==> src/rtl/ssc_pkg.sv <==
// Shared constants, types and helpers for the stream source cell finder.
// Depends on nothing; every other file of the block imports it.
`timescale 1ns / 1ps
`default_nettype none

package ssc_pkg;

    localparam int MAX_COLS_DEF = 4096;
    localparam int ID_BITS_DEF  = 16;

    localparam int ID_W    = 16;
    localparam int DIR_W   = 5;
    localparam int ROW_W   = 16;
    localparam int COL_W   = 12;
    localparam int CFG_W   = 13;
    localparam int CNT_W   = 4;

    localparam logic [CFG_W-1:0] ROW_WIDTH_RESET = CFG_W'(4096);

    localparam logic [CNT_W-1:0] DENSE_LIMIT    = CNT_W'(3);
    localparam logic [CNT_W-1:0] MISMATCH_LIMIT = CNT_W'(5);

    localparam int RES_DEPTH = 4;
    localparam int RES_PW    = 2;

    localparam int ROW_OFF [9] = '{0, -1, -1, -1, 0, 1, 1, 1, 0};
    localparam int COL_OFF [9] = '{0, 1, 0, -1, -1, -1, 0, 1, 1};

    typedef struct packed {
        logic [ROW_W-1:0] cell_row;
        logic [COL_W-1:0] cell_col;
        logic [ID_W-1:0]  cell_stream;
        logic [CNT_W-1:0] inflow_count;
        logic             dense_flag;
        logic             mismatch_flag;
        logic             last;
    } result_t;

    typedef struct packed {
        logic [1:0] n;
        result_t    a;
        result_t    b;
    } push_t;

    // direction a neighbor must carry to drain into the center
    function automatic logic [DIR_W-1:0] want_dir(input int i);
        int w;
        w = (i + 4 > 8) ? i - 4 : i + 4;
        return DIR_W'(w);
    endfunction

endpackage

`default_nettype wire

==> src/rtl/ssc_judge.sv <==
// Inflow count of the center cell of one 3x3 window of ids and directions.
// Depends on ssc_pkg for the neighbor offset tables.
`timescale 1ns / 1ps
`default_nettype none

module ssc_judge #(
    parameter int ID_BITS = ssc_pkg::ID_BITS_DEF
) (
    input  logic [ID_BITS-1:0]        win_id  [3][3],
    input  logic [ssc_pkg::DIR_W-1:0] win_dir [3][3],
    output logic                      hit,
    output logic [ssc_pkg::CNT_W-1:0] count
);
    import ssc_pkg::*;

    logic [ID_BITS-1:0] centre;
    logic [8:1]         drain_any;
    logic [8:1]         drain_same;
    logic [CNT_W-1:0]   n_any;
    logic [CNT_W-1:0]   n_same;

    assign centre = win_id[1][1];

    always_comb
    begin
        for (int i = 1; i < 9; i++)
        begin
            drain_any[i]  = (win_id[1 + ROW_OFF[i]][1 + COL_OFF[i]] != '0) &&
                            (win_dir[1 + ROW_OFF[i]][1 + COL_OFF[i]] == want_dir(i));
            drain_same[i] = (win_id[1 + ROW_OFF[i]][1 + COL_OFF[i]] == centre) &&
                            (win_dir[1 + ROW_OFF[i]][1 + COL_OFF[i]] == want_dir(i));
        end
    end

    always_comb
    begin
        n_any  = '0;
        n_same = '0;
        for (int i = 1; i < 9; i++)
        begin
            n_any  = CNT_W'(n_any + CNT_W'(drain_any[i]));
            n_same = CNT_W'(n_same + CNT_W'(drain_same[i]));
        end
        count = (n_any > CNT_W'(1)) ? CNT_W'(n_any - n_same) : n_any;
        hit   = (centre != '0) && (count != CNT_W'(1));
    end

endmodule

`default_nettype wire

==> config.mk <==
export PLATFORM = sky130hd
export DESIGN_NAME = ssc_judge
export DESIGN_NICKNAME = d
export VERILOG_FILES = /design/src/rtl/ssc_pkg.sv /design/src/rtl/ssc_judge.sv
export SDC_FILE = /design/constraint.sdc
export NUM_CORES = 1
export LEC_CHECK = 0
export BUFFER_PORTS_ARGS = -buffer_cell sky130_fd_sc_hd__buf_2
export CAP_MARGIN = 30
export CORE_UTILIZATION = 46
export DETAILED_ROUTE_END_ITERATION = 10
export GPL_TIMING_DRIVEN = 0
export PLACE_DENSITY = 0.95
export SYNTH_ARGS = -nofsm -noshare
export SYNTH_HDL_FRONTEND = slang
export SYNTH_SLANG_ARGS = --single-unit
==> constraint.sdc <==
create_clock -name vclk -period 9.7
set_input_delay 0 -clock vclk [all_inputs]
set_output_delay 0 -clock vclk [all_outputs]
set_load 0.02 [all_outputs]
==> results by stage <==
Status:
- The flow ran to the end, and the final reports show no timing, DRC or antenna violations.

Global route:
- The global route total overflow is 0.
- The maximum number of pins on one net before global-route repair is 10.
- The wire length of the first global-routing pass is 16,150 um.
- The number of global-route vias before repair is 3,447.
- The initial antenna violation count is 0.
- For this run, the total global-route usage over all layers was measured as 0.3495.

Yosys:
- The number of different library cells used by synthesis comes to 32.
- The synthesized area divided by synthesized cell count is 7.695 um^2.
- Summed over all instances, the cell type with the most area after synthesis is sky130_fd_sc_hd__xnor2_1.
- The count of warnings emitted by yosys is 0.
- The synthesized netlist net count is 534.
- Yosys attributes the largest share of cell area to sky130_fd_sc_hd__xnor2_1 32%, sky130_fd_sc_hd__xor2_1 14%, sky130_fd_sc_hd__nor4_1 13%.
- The cell area after synthesis is 0.002516 mm^2.
- The cell count after synthesis is 327.
- Of the post-synthesis cell area, the dominant cell type holds 0.3237.
- The share of the Yosys chip area taken by registers is 0.

Worst setup path:
- STA classifies the critical path endpoint as an output port.
- For the worst setup path, the data required time is 9.70 ns.
- The critical path start-end classification is in2out.
- The critical path data arrival time is 5.68 ns.
- The worst setup path is launched from an input pin.
- The peak fanout along the critical path is 5.

Detailed routing:
- In the routed design, unresolved DRC markers number 0.
- In the routed layout, each cell is associated on average with a via count of 5.775.
- In this run the remaining antenna-violating nets after routing total 0.
- The mean routed wirelength per cell is 17.77 um.
- The via count of the routed design is 3,292.
- The number of DRC markers after the initial detailed-route iteration is 157.
- The count of TritonRoute iterations in the first routing pass is 4.
- The routed wire length is 10,130 um.

Layout:
- The area growth from synthesis to layout is 37.89%.
- Measured on the finished design, the core utilization comes to 0.6708.
- The net total in the final layout is 709.
- The flip-flop and latch area is 0 um^2.
- The post-route cell area is 0.003470 mm^2.
- In the final layout, the share of cells above drive strength 1 is 0.3880.
- The final layout contains a sequential cell count of 0.
- Clock buffers in the final layout number 0.
- The multi-input combinational cells in the finished layout cover a total of 0.002341 mm^2.
- The total inserted antenna cells is 0.
- The total of fill cells in the finished design is 461.

Timing:
- The sum of negative setup slack is 0 ns.
- The number of pins with negative max-slew slack in the final report is 0.
- The setup slack after layout is 4.023 ns.
- The final count of negative-setup-slack endpoints is 0.
- Based on the critical path, the design can be clocked at up to 0.1761 GHz.
- In the finished design, the share of the clock period the worst path needs comes to 0.5853.
- Setup repair after global routing left no endpoint under its margin.
- The slew of the pin with the lowest slew margin is 0.4635 ns.
- The final hold violation count is 0.
- The clock period minus worst slack is 5.677 ns.
- The worst pin sits at a relative slew slack of 0.6882.

Worst hold path:
- The worst min-delay path category is in2out.

Placed design:
- Once placement finished, the instance area stood at 0.003470 mm^2.
- At the end of routability-driven placement, the weighted congestion stood at 0.9217.
- The total half-perimeter wirelength after legalization and detailed placement is 8311 um.
- The post-place setup slack is 4.028 ns.
- The number of buffers added on ports is 173.

Floorplan:
- The core outline area is 0.005172 mm^2.
- The effective utilization at floorplan is 0.4865.
- The number of rows created at floorplan is 26.
- The die height is 75.96 um.
- The top-level I/O count is 194.
- The x dimension of the die is 75.96 um.
- The total die area is 0.005770 mm^2.

Clocking:
- After clock tree synthesis, the flow added hold-fix buffers numbering 0.
- The post-CTS resize count is 0.
- Once the clock tree was built, the setup fixing pass inserted 0 buffers.

Pwr:
- The largest voltage drop on the vdd net is 0.03895 mV.
- For this design the ratio of total power to cell area is 39.90 mW/mm^2.
- Summed over all cells, the static leakage comes to 1.502 nW.

Job:
- Max-cap violations in this run came to 0.
[synth_stat cells, drive strengths merged, types with 2 or more instances]
master	number
a21o	3
a21oi	3
and4	2
buf	18
fa	11
ha	7
inv	17
nand2	13
nand2b	4
nand3	5
nand3b	2
nand4	30
nor2	9
nor3	5
nor4	53
xnor2	93
xor2	41
[through the flow]
step | power (W) | instances | hold WS (ns)
after floorplan | 0.00007266 | 327 | 0.5397
after global placement | 0.0001315 | 570 | 0.6372
after detailed placement | 0.0001364 | 570 | 0.6351
after CTS | 0.0001371 | 570 | 0.6355
after global routing | 0.0001488 | 570 | 0.6712
final | 0.0001384 | 570 | 0.6363
[logic make-up (layout without fill, tap and decap cells)]
group	Yosys count	after routing	synth area share
AO/OA/AOI/OAI	12	12	0.03630
XOR/XNOR	134	134	0.4664
adder cells (fa/ha/maj)	18	18	0.1223
buffers and inverters	35	208	0.06962
multiplexers	1	1	0.005965
AND/OR/NAND/NOR	127	127	0.2993
[path summary, 6_finish.rpt]
kind,start,end,slack (ns),cells past startpoint
setup / recovery,win_dir[29],hit,4.02,21
hold / removal,win_id[73],hit,0.64,5
[layout make-up]
cell class	instances	share of cell area
well taps	70	0.02524
multi-input cells	292	0.6747
plain buffers	18	0.03210
inverters	17	0.01839
repair buffers	173	0.2495
[where the power goes]
| group | switching, W | internal, W |
|---|---|---|
| Sequential | 0 | 0 |
| Clock | 0 | 0 |
| Combinational | 0.0000707 | 0.0000677 |
| Total | 0.0000707 | 0.0000677 |
[routing by layer]
metal  up-vias  wire [um]  global-route usage
li1       1520          -                   -
met1      1499       3679              0.3713
met2       223       4980              0.6527
met3        50       1006             0.07470
met4         0        463              0.1635
met5         -          0                   0
[cell usage in the layout, fill, tap and decap left out, types with 2 or more instances in the layout]
cell type and instances:
sky130_fd_sc_hd__a21o_1 3, sky130_fd_sc_hd__a21oi_1 2, sky130_fd_sc_hd__and4_1 2, sky130_fd_sc_hd__buf_2 187, sky130_fd_sc_hd__buf_6 3, sky130_fd_sc_hd__fa_1 11, sky130_fd_sc_hd__ha_1 7, sky130_fd_sc_hd__inv_1 17
sky130_fd_sc_hd__nand2_1 13, sky130_fd_sc_hd__nand2b_1 4, sky130_fd_sc_hd__nand3_1 5, sky130_fd_sc_hd__nand3b_1 2, sky130_fd_sc_hd__nand4_1 30, sky130_fd_sc_hd__nor2_1 9, sky130_fd_sc_hd__nor3_1 5, sky130_fd_sc_hd__nor4_1 52
sky130_fd_sc_hd__xnor2_1 93, sky130_fd_sc_hd__xor2_1 41
[critical path, cell delays in order]
cell                        delay (ns)
sky130_fd_sc_hd__buf_2            0.10
sky130_fd_sc_hd__nand2b_1         0.13
sky130_fd_sc_hd__nor4_1           0.31
sky130_fd_sc_hd__nand2_1          0.17
sky130_fd_sc_hd__fa_1             0.61
sky130_fd_sc_hd__fa_1             0.44
sky130_fd_sc_hd__fa_1             0.43
sky130_fd_sc_hd__inv_1            0.08
sky130_fd_sc_hd__ha_1             0.16
sky130_fd_sc_hd__inv_1            0.06
sky130_fd_sc_hd__fa_1             0.66
sky130_fd_sc_hd__fa_1             0.48
sky130_fd_sc_hd__fa_1             0.42
sky130_fd_sc_hd__inv_1            0.09
sky130_fd_sc_hd__fa_1             0.42
sky130_fd_sc_hd__ha_1             0.21
sky130_fd_sc_hd__xnor2_1          0.13
sky130_fd_sc_hd__a2111oi_0        0.41
sky130_fd_sc_hd__a211o_1          0.18
sky130_fd_sc_hd__a21oi_2          0.05
sky130_fd_sc_hd__buf_2            0.15
(Power assumes the default switching activity.)
