--- config.mk ---
export PLATFORM = sky130hd
export DESIGN_NAME = ssc_result_fifo
export DESIGN_NICKNAME = d
export VERILOG_FILES = /design/src/rtl/ssc_pkg.sv /design/src/rtl/ssc_result_fifo.sv
export SDC_FILE = /design/constraint.sdc
export NUM_CORES = 1
export LEC_CHECK = 0
export BUFFER_PORTS_ARGS = -buffer_cell sky130_fd_sc_hd__buf_4
export CAP_MARGIN = 20
export CORE_MARGIN = 2
export CORE_UTILIZATION = 50
export DETAILED_ROUTE_END_ITERATION = 8
export PLACE_DENSITY = 0.86
export SLEW_MARGIN = 20
export SYNTH_ARGS = -nofsm -noshare
export SYNTH_HDL_FRONTEND = slang
export SYNTH_SLANG_ARGS = --single-unit
--- constraint.sdc ---
create_clock -name clk -period 4.3 [get_ports clk]
set_input_delay 0.215 -clock clk [delete_from_list [all_inputs] [get_ports clk]]
set_output_delay 0.215 -clock clk [all_outputs]
set_load 0.02 [all_outputs]
--- src/rtl/ssc_pkg.sv ---
// Shared constants, types and helpers for the stream source cell finder.
// Depends on nothing; every other file of the block imports it.
`timescale 1ns / 1ps
`default_nettype none

package ssc_pkg;

    localparam int MAX_COLS_DEF = 4096;
    localparam int ID_BITS_DEF  = 16;

    localparam int ID_W    = 16;
    localparam int DIR_W   = 5;
    localparam int ROW_W   = 16;
    localparam int COL_W   = 12;
    localparam int CFG_W   = 13;
    localparam int CNT_W   = 4;

    localparam logic [CFG_W-1:0] ROW_WIDTH_RESET = CFG_W'(4096);

    localparam logic [CNT_W-1:0] DENSE_LIMIT    = CNT_W'(3);
    localparam logic [CNT_W-1:0] MISMATCH_LIMIT = CNT_W'(5);

    localparam int RES_DEPTH = 4;
    localparam int RES_PW    = 2;

    localparam int ROW_OFF [9] = '{0, -1, -1, -1, 0, 1, 1, 1, 0};
    localparam int COL_OFF [9] = '{0, 1, 0, -1, -1, -1, 0, 1, 1};

    typedef struct packed {
        logic [ROW_W-1:0] cell_row;
        logic [COL_W-1:0] cell_col;
        logic [ID_W-1:0]  cell_stream;
        logic [CNT_W-1:0] inflow_count;
        logic             dense_flag;
        logic             mismatch_flag;
        logic             last;
    } result_t;

    typedef struct packed {
        logic [1:0] n;
        result_t    a;
        result_t    b;
    } push_t;

    // direction a neighbor must carry to drain into the center
    function automatic logic [DIR_W-1:0] want_dir(input int i);
        int w;
        w = (i + 4 > 8) ? i - 4 : i + 4;
        return DIR_W'(w);
    endfunction

endpackage

`default_nettype wire

--- src/rtl/ssc_result_fifo.sv ---
// Small result word queue that takes up to two words a cycle and gives one.
// Depends on ssc_pkg for result_t and push_t.
`timescale 1ns / 1ps
`default_nettype none

module ssc_result_fifo (
    input  logic             clk,
    input  logic             rst_n,
    input  ssc_pkg::push_t   push,
    input  logic             pop,
    output ssc_pkg::result_t head,
    output logic             head_valid,
    output logic             room2
);
    import ssc_pkg::*;

    result_t           mem [RES_DEPTH];
    logic [RES_PW-1:0] wr_ptr_reg;
    logic [RES_PW-1:0] rd_ptr_reg;
    logic [RES_PW:0]   cnt_reg;
    logic [RES_PW:0]   cnt_next;

    assign head       = mem[rd_ptr_reg];
    assign head_valid = cnt_reg != '0;
    assign room2      = cnt_reg <= (RES_PW + 1)'(RES_DEPTH - 2);
    assign cnt_next   = (RES_PW + 1)'(cnt_reg + (RES_PW + 1)'(push.n) - (RES_PW + 1)'(pop));

    always_ff @(posedge clk)
    begin
        if (push.n != 2'd0)
        begin
            mem[wr_ptr_reg] <= push.a;
        end
        if (push.n == 2'd2)
        begin
            mem[RES_PW'(wr_ptr_reg + 1'b1)] <= push.b;
        end
    end

    always_ff @(posedge clk or negedge rst_n)
    begin
        if (!rst_n)
        begin
            wr_ptr_reg <= '0;
            rd_ptr_reg <= '0;
            cnt_reg    <= '0;
        end
        else
        begin
            wr_ptr_reg <= RES_PW'(wr_ptr_reg + push.n);
            rd_ptr_reg <= RES_PW'(rd_ptr_reg + pop);
            cnt_reg    <= cnt_next;
        end
    end

endmodule

`default_nettype wire

==> flow_metrics.tcl, run 1 <==
set metrics [dict create \
    rsz0062_at_grt "no" \
    cts.hold.buffers_added 2 \
    post_cts_resized 0 \
    drc 0 \
    path_clk_slew_ns 0.06 \
    hpwl_um 13900 \
    area.growth.synth_to_final_pct 21.6 \
    antenna_found_initial 0 \
    power_density_mw_per_mm2 684 \
    hold_violations 0 \
    rrSetupSlack_ns 1.92 \
    setup_viol 0 \
    ff2ff_path_depth 3 \
    synthTopCellsByCount "204 x edfxtp_1, 194 x mux2_2, 51 x mux4_2" \
    min_path_type "input port to flop" \
    finalNetCount 808 \
    fmax_ghz 0.376 \
    rows 52 \
    num_vias 5672 \
    cts_setup_buffers 0 \
    period_share_pct 61.9 \
    period_needed_ns 2.66 \
    clk_latency_ns 0.50 \
    cts_buffers 23 \
    synthesis.area_mm2 0.0103 \
    die_y_um 148 \
    cts_buffer_depth 3 \
    synthSimpleGateAreaFrac_pct 0.691 \
    synth_cell_types 22 \
    status "finished clean" \
    drive_gt1_share_pct 65.7 \
    hold_depth 2 \
    start_util_pct 51.0 \
    worst_pin_slew_ns 0.995 \
    ant_nets 0 \
    grt_pass1_vias 6387 \
    cap_violations 0 \
    synth_compound_area_share_pct 0.243 \
    yosysWarningCount 0 \
    track_usage_pct 21.0 \
    final.fill_count 1431 \
    cts_num_sinks 211 \
    r2r-start "wr_ptr_reg[1]" \
    grt_pass1_wl_um 34900 \
    synth-edff-count 204 \
    rr_endpoint "mem[2][21]" \
    htreeDepth 1 \
    cts_tree "done" \
    yosysSeqAreaShare_pct 61.1 \
    synth_most_common_cell "edfxtp_1" \
    fp.dieW_um 148 \
    portBuffers 159 \
    synth_ff_type "edfxtp_1" \
    synthAdderAreaFrac_pct 0.800 \
    grt_overflow_total 0 \
    finalClockSkew_ns 0.0135 \
    design_area_mm2 0.0125 \
    wl_per_cell_um 23.2 \
    core-area_mm2 0.0202 \
    drtPass1Iterations 5 \
    dpl_cell_area_mm2 0.0117 \
    avgSynthCellArea_um2 19.4 \
    yosys-mux-area-fraction_pct 33.9 \
    cp.arrival_ns 2.45 \
    cp-start-kind "flop" \
    tns_ns 0 \
    yosysTopAreaCellShare_pct 59.4 \
    critPathMaxFanout 31 \
    largest_reg_flops 204 \
    viasPerCell 5.78 \
    grt_max_degree 53 \
    hold_start "push[91]" \
    synth_fp_nets 645 \
    synth_area_leader_cell "edfxtp_1" \
    diodes 0 \
    cts_root_buf "clkbuf_16" \
    die_area_mm2 0.0218 \
    hold_path_end "mem[2][40]" \
    async_flop_share_pct 3.32 \
    path_class "flop to primary output" \
    drt_wl_total_um 22700 \
    synth_seq_cells 211 \
    gp_congestion 0.711 \
    end_kind "primary output" \
    slew_violations 0 \
    drt_iter0_drc 384 \
    synthCells 532 \
    pin_count 160 \
    synth_top_family_by_area "multiplexers" \
    ir_worst_vdd_v 0.000337 \
    slew_headroom_pct 33.7 \
    leakagePower_nw 4.49 \
    synth_xor_area_share_pct 0.424 \
    yosys-top-cells-area "edfxtp_1 59%, mux2_2 21%, mux4_2 11%, buf_6 1.7%, dfrtp_1 1.7%" \
    cp.required_ns 4.09 \
]
through the flow:
stage | instances | hold slack [ns] | worst slack (ns) | utilization, % | power (mW)
global placement | 936 | 0.0321 | 1.82 | 57.9 | 6.50
detailed placement | 936 | 0.0366 | 1.75 | 57.9 | 6.61
CTS | 980 | 0.0161 | 1.46 | 61.7 | 8.61
floorplan | 532 | -0.0806 | 0.815 | - | 5.40
finish | 982 | 0.0335 | 1.64 | 62.0 | 8.58
global route | 982 | 0.0200 | 1.56 | 62.0 | 8.94
cell type report:
class | instances | area, um2 | share of cell area [%]
clock inverter | 15 | 175 | 1.40
tap | 270 | 338 | 2.69
clock buffer | 27 | 591 | 4.71
sequential | 211 | 6310 | 50.3
inverter | 7 | 26.3 | 0.209
multi-input combinational | 278 | 3760 | 30.0
timing repair buffer | 174 | 1350 | 10.8
placed cells by master (no fill, tap or decap), drive strengths merged:
cell	count
nor4b	1
fa	1
nor2	2
dlygate4sd3	2
clkbuf	27
or3	1
xor2	2
ha	5
xnor2	3
bufinv	4
inv	9
a21oi	1
mux4	51
edfxtp	204
clkinv	9
and4bb	2
mux2i	1
mux2	204
buf	172
o21bai	2
o21ai	1
nand4b	1
dfrtp	7
critical path, stage by stage, from the launching register on:
cell and delay [ns]:
dfrtp_2 0.76, buf_4 0.55, mux4_2 0.43, buf_4 0.18
cells by family (layout without fill, tap and decap cells):
logic type / Yosys count / in the layout
muxes: 256 / 256
AOI/OAI and AO/OA: 4 / 4
adders and majority gates: 6 / 6
xor gates and xnor gates: 5 / 5
and+or+nand+nor: 7 / 7
DFF: 211 / 211
buffers and inverters: 43 / 223
report_power, final:
group	internal (mW)	switching, mW	total, mW
clock	1.22	0.777	2.00
sequential	3.06	0.281	3.35
combinational	1.53	1.71	3.24
metal layers:
metal	global-route usage, %	routed length (um)	vias to the layer above
li1	-	-	2502
met1	25.1	8500	2922
met2	38.1	12200	205
met3	4.51	1530	43
met4	6.63	467	0
met5	0	0	-
worst max-delay path by stage:
stage / start / end / slack, ns / cells past startpoint
6_report: rd_ptr_reg[1] / head[49] / 1.64 / 3
5_1_grt: rd_ptr_reg[1] / head[49] / 1.56 / 3
4_1_cts: rd_ptr_reg[0] / head[49] / 1.46 / 2
3_5_place_dp: wr_ptr_reg[0] / mem[0][21] / 1.75 / 3
3_3_place_gp: wr_ptr_reg[0] / mem[0][26] / 1.82 / 3
2_1_floorplan: wr_ptr_reg[0] / mem[2][0] / 0.81 / 2
No activity file was read; power rests on OpenSTA's default activity.
==> run 2, diff against run 1 <==
--- a/config.mk
+++ b/config.mk
@@ -10,7 +10,7 @@
 export CORE_MARGIN = 2
 export CORE_UTILIZATION = 50
 export DETAILED_ROUTE_END_ITERATION = 8
-export PLACE_DENSITY = 0.86
+export PLACE_DENSITY = 0.84
 export SLEW_MARGIN = 20
 export SYNTH_ARGS = -nofsm -noshare
 export SYNTH_HDL_FRONTEND = slang
==> constraint.sdc (replaced) <==
create_clock -name clk -period 2.5 [get_ports clk]
set_input_delay 0.125 -clock clk [delete_from_list [all_inputs] [get_ports clk]]
set_output_delay 0.125 -clock clk [all_outputs]
set_load 0.02 [all_outputs]
==> run 2 against run 1 <==
Critical path depth grew 1. Flip-flop and latch count did not move. Hold slack improved by 0.44 ns. Count of clock-buffer cells in the layout increased by 3. Register-to-register slack worse by 1.9 ns. Via count increased by 12%. Combinational power rose by 91%. Total power grew 73%. Sequential power grew 67%. Design area rose by 12%. Global-route usage up 1.8 points. Die area stayed put. Largest power group is now combinational logic.
==> flow_metrics.tcl, run 2 (same netlist as run 1, synthesis figures left out) <==
set metrics [dict create \
    p_comb_share_pct 41.8 \
    cp-start-kind "flop" \
    end_kind "flop" \
    cts_tree "done" \
    viasPerCell 5.63 \
    gp_congestion 0.752 \
    leakagePower_nw 5.09 \
    dp_cells 946 \
    path_buf_inv 2 \
    cts_root_buf "clkbuf_16" \
    ant_nets 0 \
    busiest_layer "met2" \
    path_class "flop to flop" \
    wl_per_cell_um 22.2 \
    final_common_cell "edfxtp_1" \
    grt_pass1_vias 7148 \
    grt_max_degree 53 \
    rows 52 \
    design_area_mm2 0.0140 \
    drive_gt1_share_pct 54.8 \
    min_path_type "input port to flop" \
    hpwl_um 14400 \
    ir_worst_vdd_v 0.000775 \
    critPathMaxFanout 21 \
    pwr-share-seq_pct 37.7 \
    clockPowerShare_pct 20.6 \
    cap_violations 0 \
    antenna_found_initial 0 \
    fp.dieW_um 148 \
    path_cells "and4bb_2 > buf_4 > mux2_2 > dlygate4sd3_1" \
    final_cells 1127 \
    switching_share_pct 32.6 \
    hold_violations 0 \
    cp_top_family "buffers and inverters" \
    area.growth.synth_to_final_pct 35.7 \
    worst_pin_slew_ns 0.646 \
    path_clk_slew_ns 0.06 \
    grt_pass1_wl_um 38400 \
    start_util_pct 51.0 \
    htreeDepth 1 \
    grtUsageMet1_pct 27.0 \
    status "finished clean" \
    finalNetCount 956 \
    cpMaxStageDelayCell "dlygate4sd3_1" \
    mostFrequentLayoutCells "204 x edfxtp_1, 194 x mux2_2, 169 x buf_4" \
    drc 0 \
    drt_iter0_drc 320 \
    setup_viol 0 \
    use_met2_pct 43.5 \
    power_density_mw_per_mm2 1060 \
    period_needed_ns 2.43 \
    finalCoreUtilization_pct 69.2 \
    cp.arrival_ns 2.68 \
    pin_count 160 \
    diodes 0 \
    slew_headroom_pct 56.8 \
    power.total_mw 14.8 \
    finalClockSkew_ns 0.0106 \
    grt_overflow_total 0 \
    portBuffers 159 \
    cts_buffers 22 \
    p_int_mw 9.99 \
    fmax_ghz 0.411 \
    track_usage_pct 22.9 \
    core-area_mm2 0.0202 \
    rsz0062_at_grt "no" \
    drt_wl_total_um 25000 \
    met3_usage_pct 3.89 \
    cp.required_ns 2.74 \
    cts_buffer_depth 3 \
    num_vias 6346 \
    die_area_mm2 0.0218 \
    largest_reg_flops 204 \
    power_switching_mw 4.83 \
    cts_num_sinks 211 \
    critPathMaxStageDelay_ns 0.56 \
    drtPass1Iterations 6 \
    dpl_cell_area_mm2 0.0119 \
    slew_violations 0 \
    clk_latency_ns 0.50 \
    period_share_pct 97.3 \
    die_y_um 148 \
]
-- run 2: power by group through the flow --
stage | clock network (mW) | logic [mW] | registers, mW
final | 3.05 | 6.19 | 5.58
after global routing | 3.22 | 6.53 | 5.67
after CTS | 3.10 | 6.23 | 5.59
after detailed placement | 0 | 5.96 | 5.65
after global placement | 0 | 5.87 | 5.55
after floorplan | 0 | 3.71 | 5.55
-- run 2: path summary, 6_finish.rpt --
check,start,to,slack (ns),cells after the start
min in group asynchronous,rst_n,wr_ptr_reg[0],0.61,3
max in group asynchronous,rst_n,rd_ptr_reg[0],1.60,3
max,wr_ptr_reg[0],mem[3][11],0.07,4
min reg2reg,cnt_reg[2],cnt_reg[2],0.51,1
min,pop,rd_ptr_reg[0],0.47,3
max reg2reg,wr_ptr_reg[0],mem[3][11],0.07,4
-- run 2: layout make-up --
cell class	instances	area [um2]
sequential	211	6310
fill	1251	6230
multi-input combinational	278	3760
timing repair buffer	323	2910
clock buffer	30	602
tap	270	338
clock inverter	8	57.6
inverter	7	26.3
-- run 2: tightest hold or removal path: cells and delay by family --
kind,cells,cell delay (ns)
adder cells (fa/ha/maj),1,0.13
buffers and inverters,2,0.67
-- run 2: stage by stage --
stage / hold WS (ns) / setup slack [ns] / setup TNS, ns
final: 0.469 / 0.0667 / 0
after global routing: 0.465 / 0.00319 / 0
after CTS: 0.434 / 0.0142 / 0
after detailed placement: -0.0527 / 0.370 / 0
after global placement: -0.0551 / 0.409 / 0
after floorplan: -0.171 / -0.663 / -67.66
-- run 2: per-layer routing --
layer  share of wire [%]  wire length [um]  up-vias
li1                    -                 -     2795
met1                  39              9660     3300
met2                  54             13600      210
met3                 4.9              1220       41
met4                 2.2               543        0
met5                   0                 0        -
-- run 2: repair_timing --
item,CTS,global route
endpoints found under the hold margin,216,0
buffers inserted,0,0
hold buffers,143,0
setup endpoints to repair,0,13
resized for setup,0,2
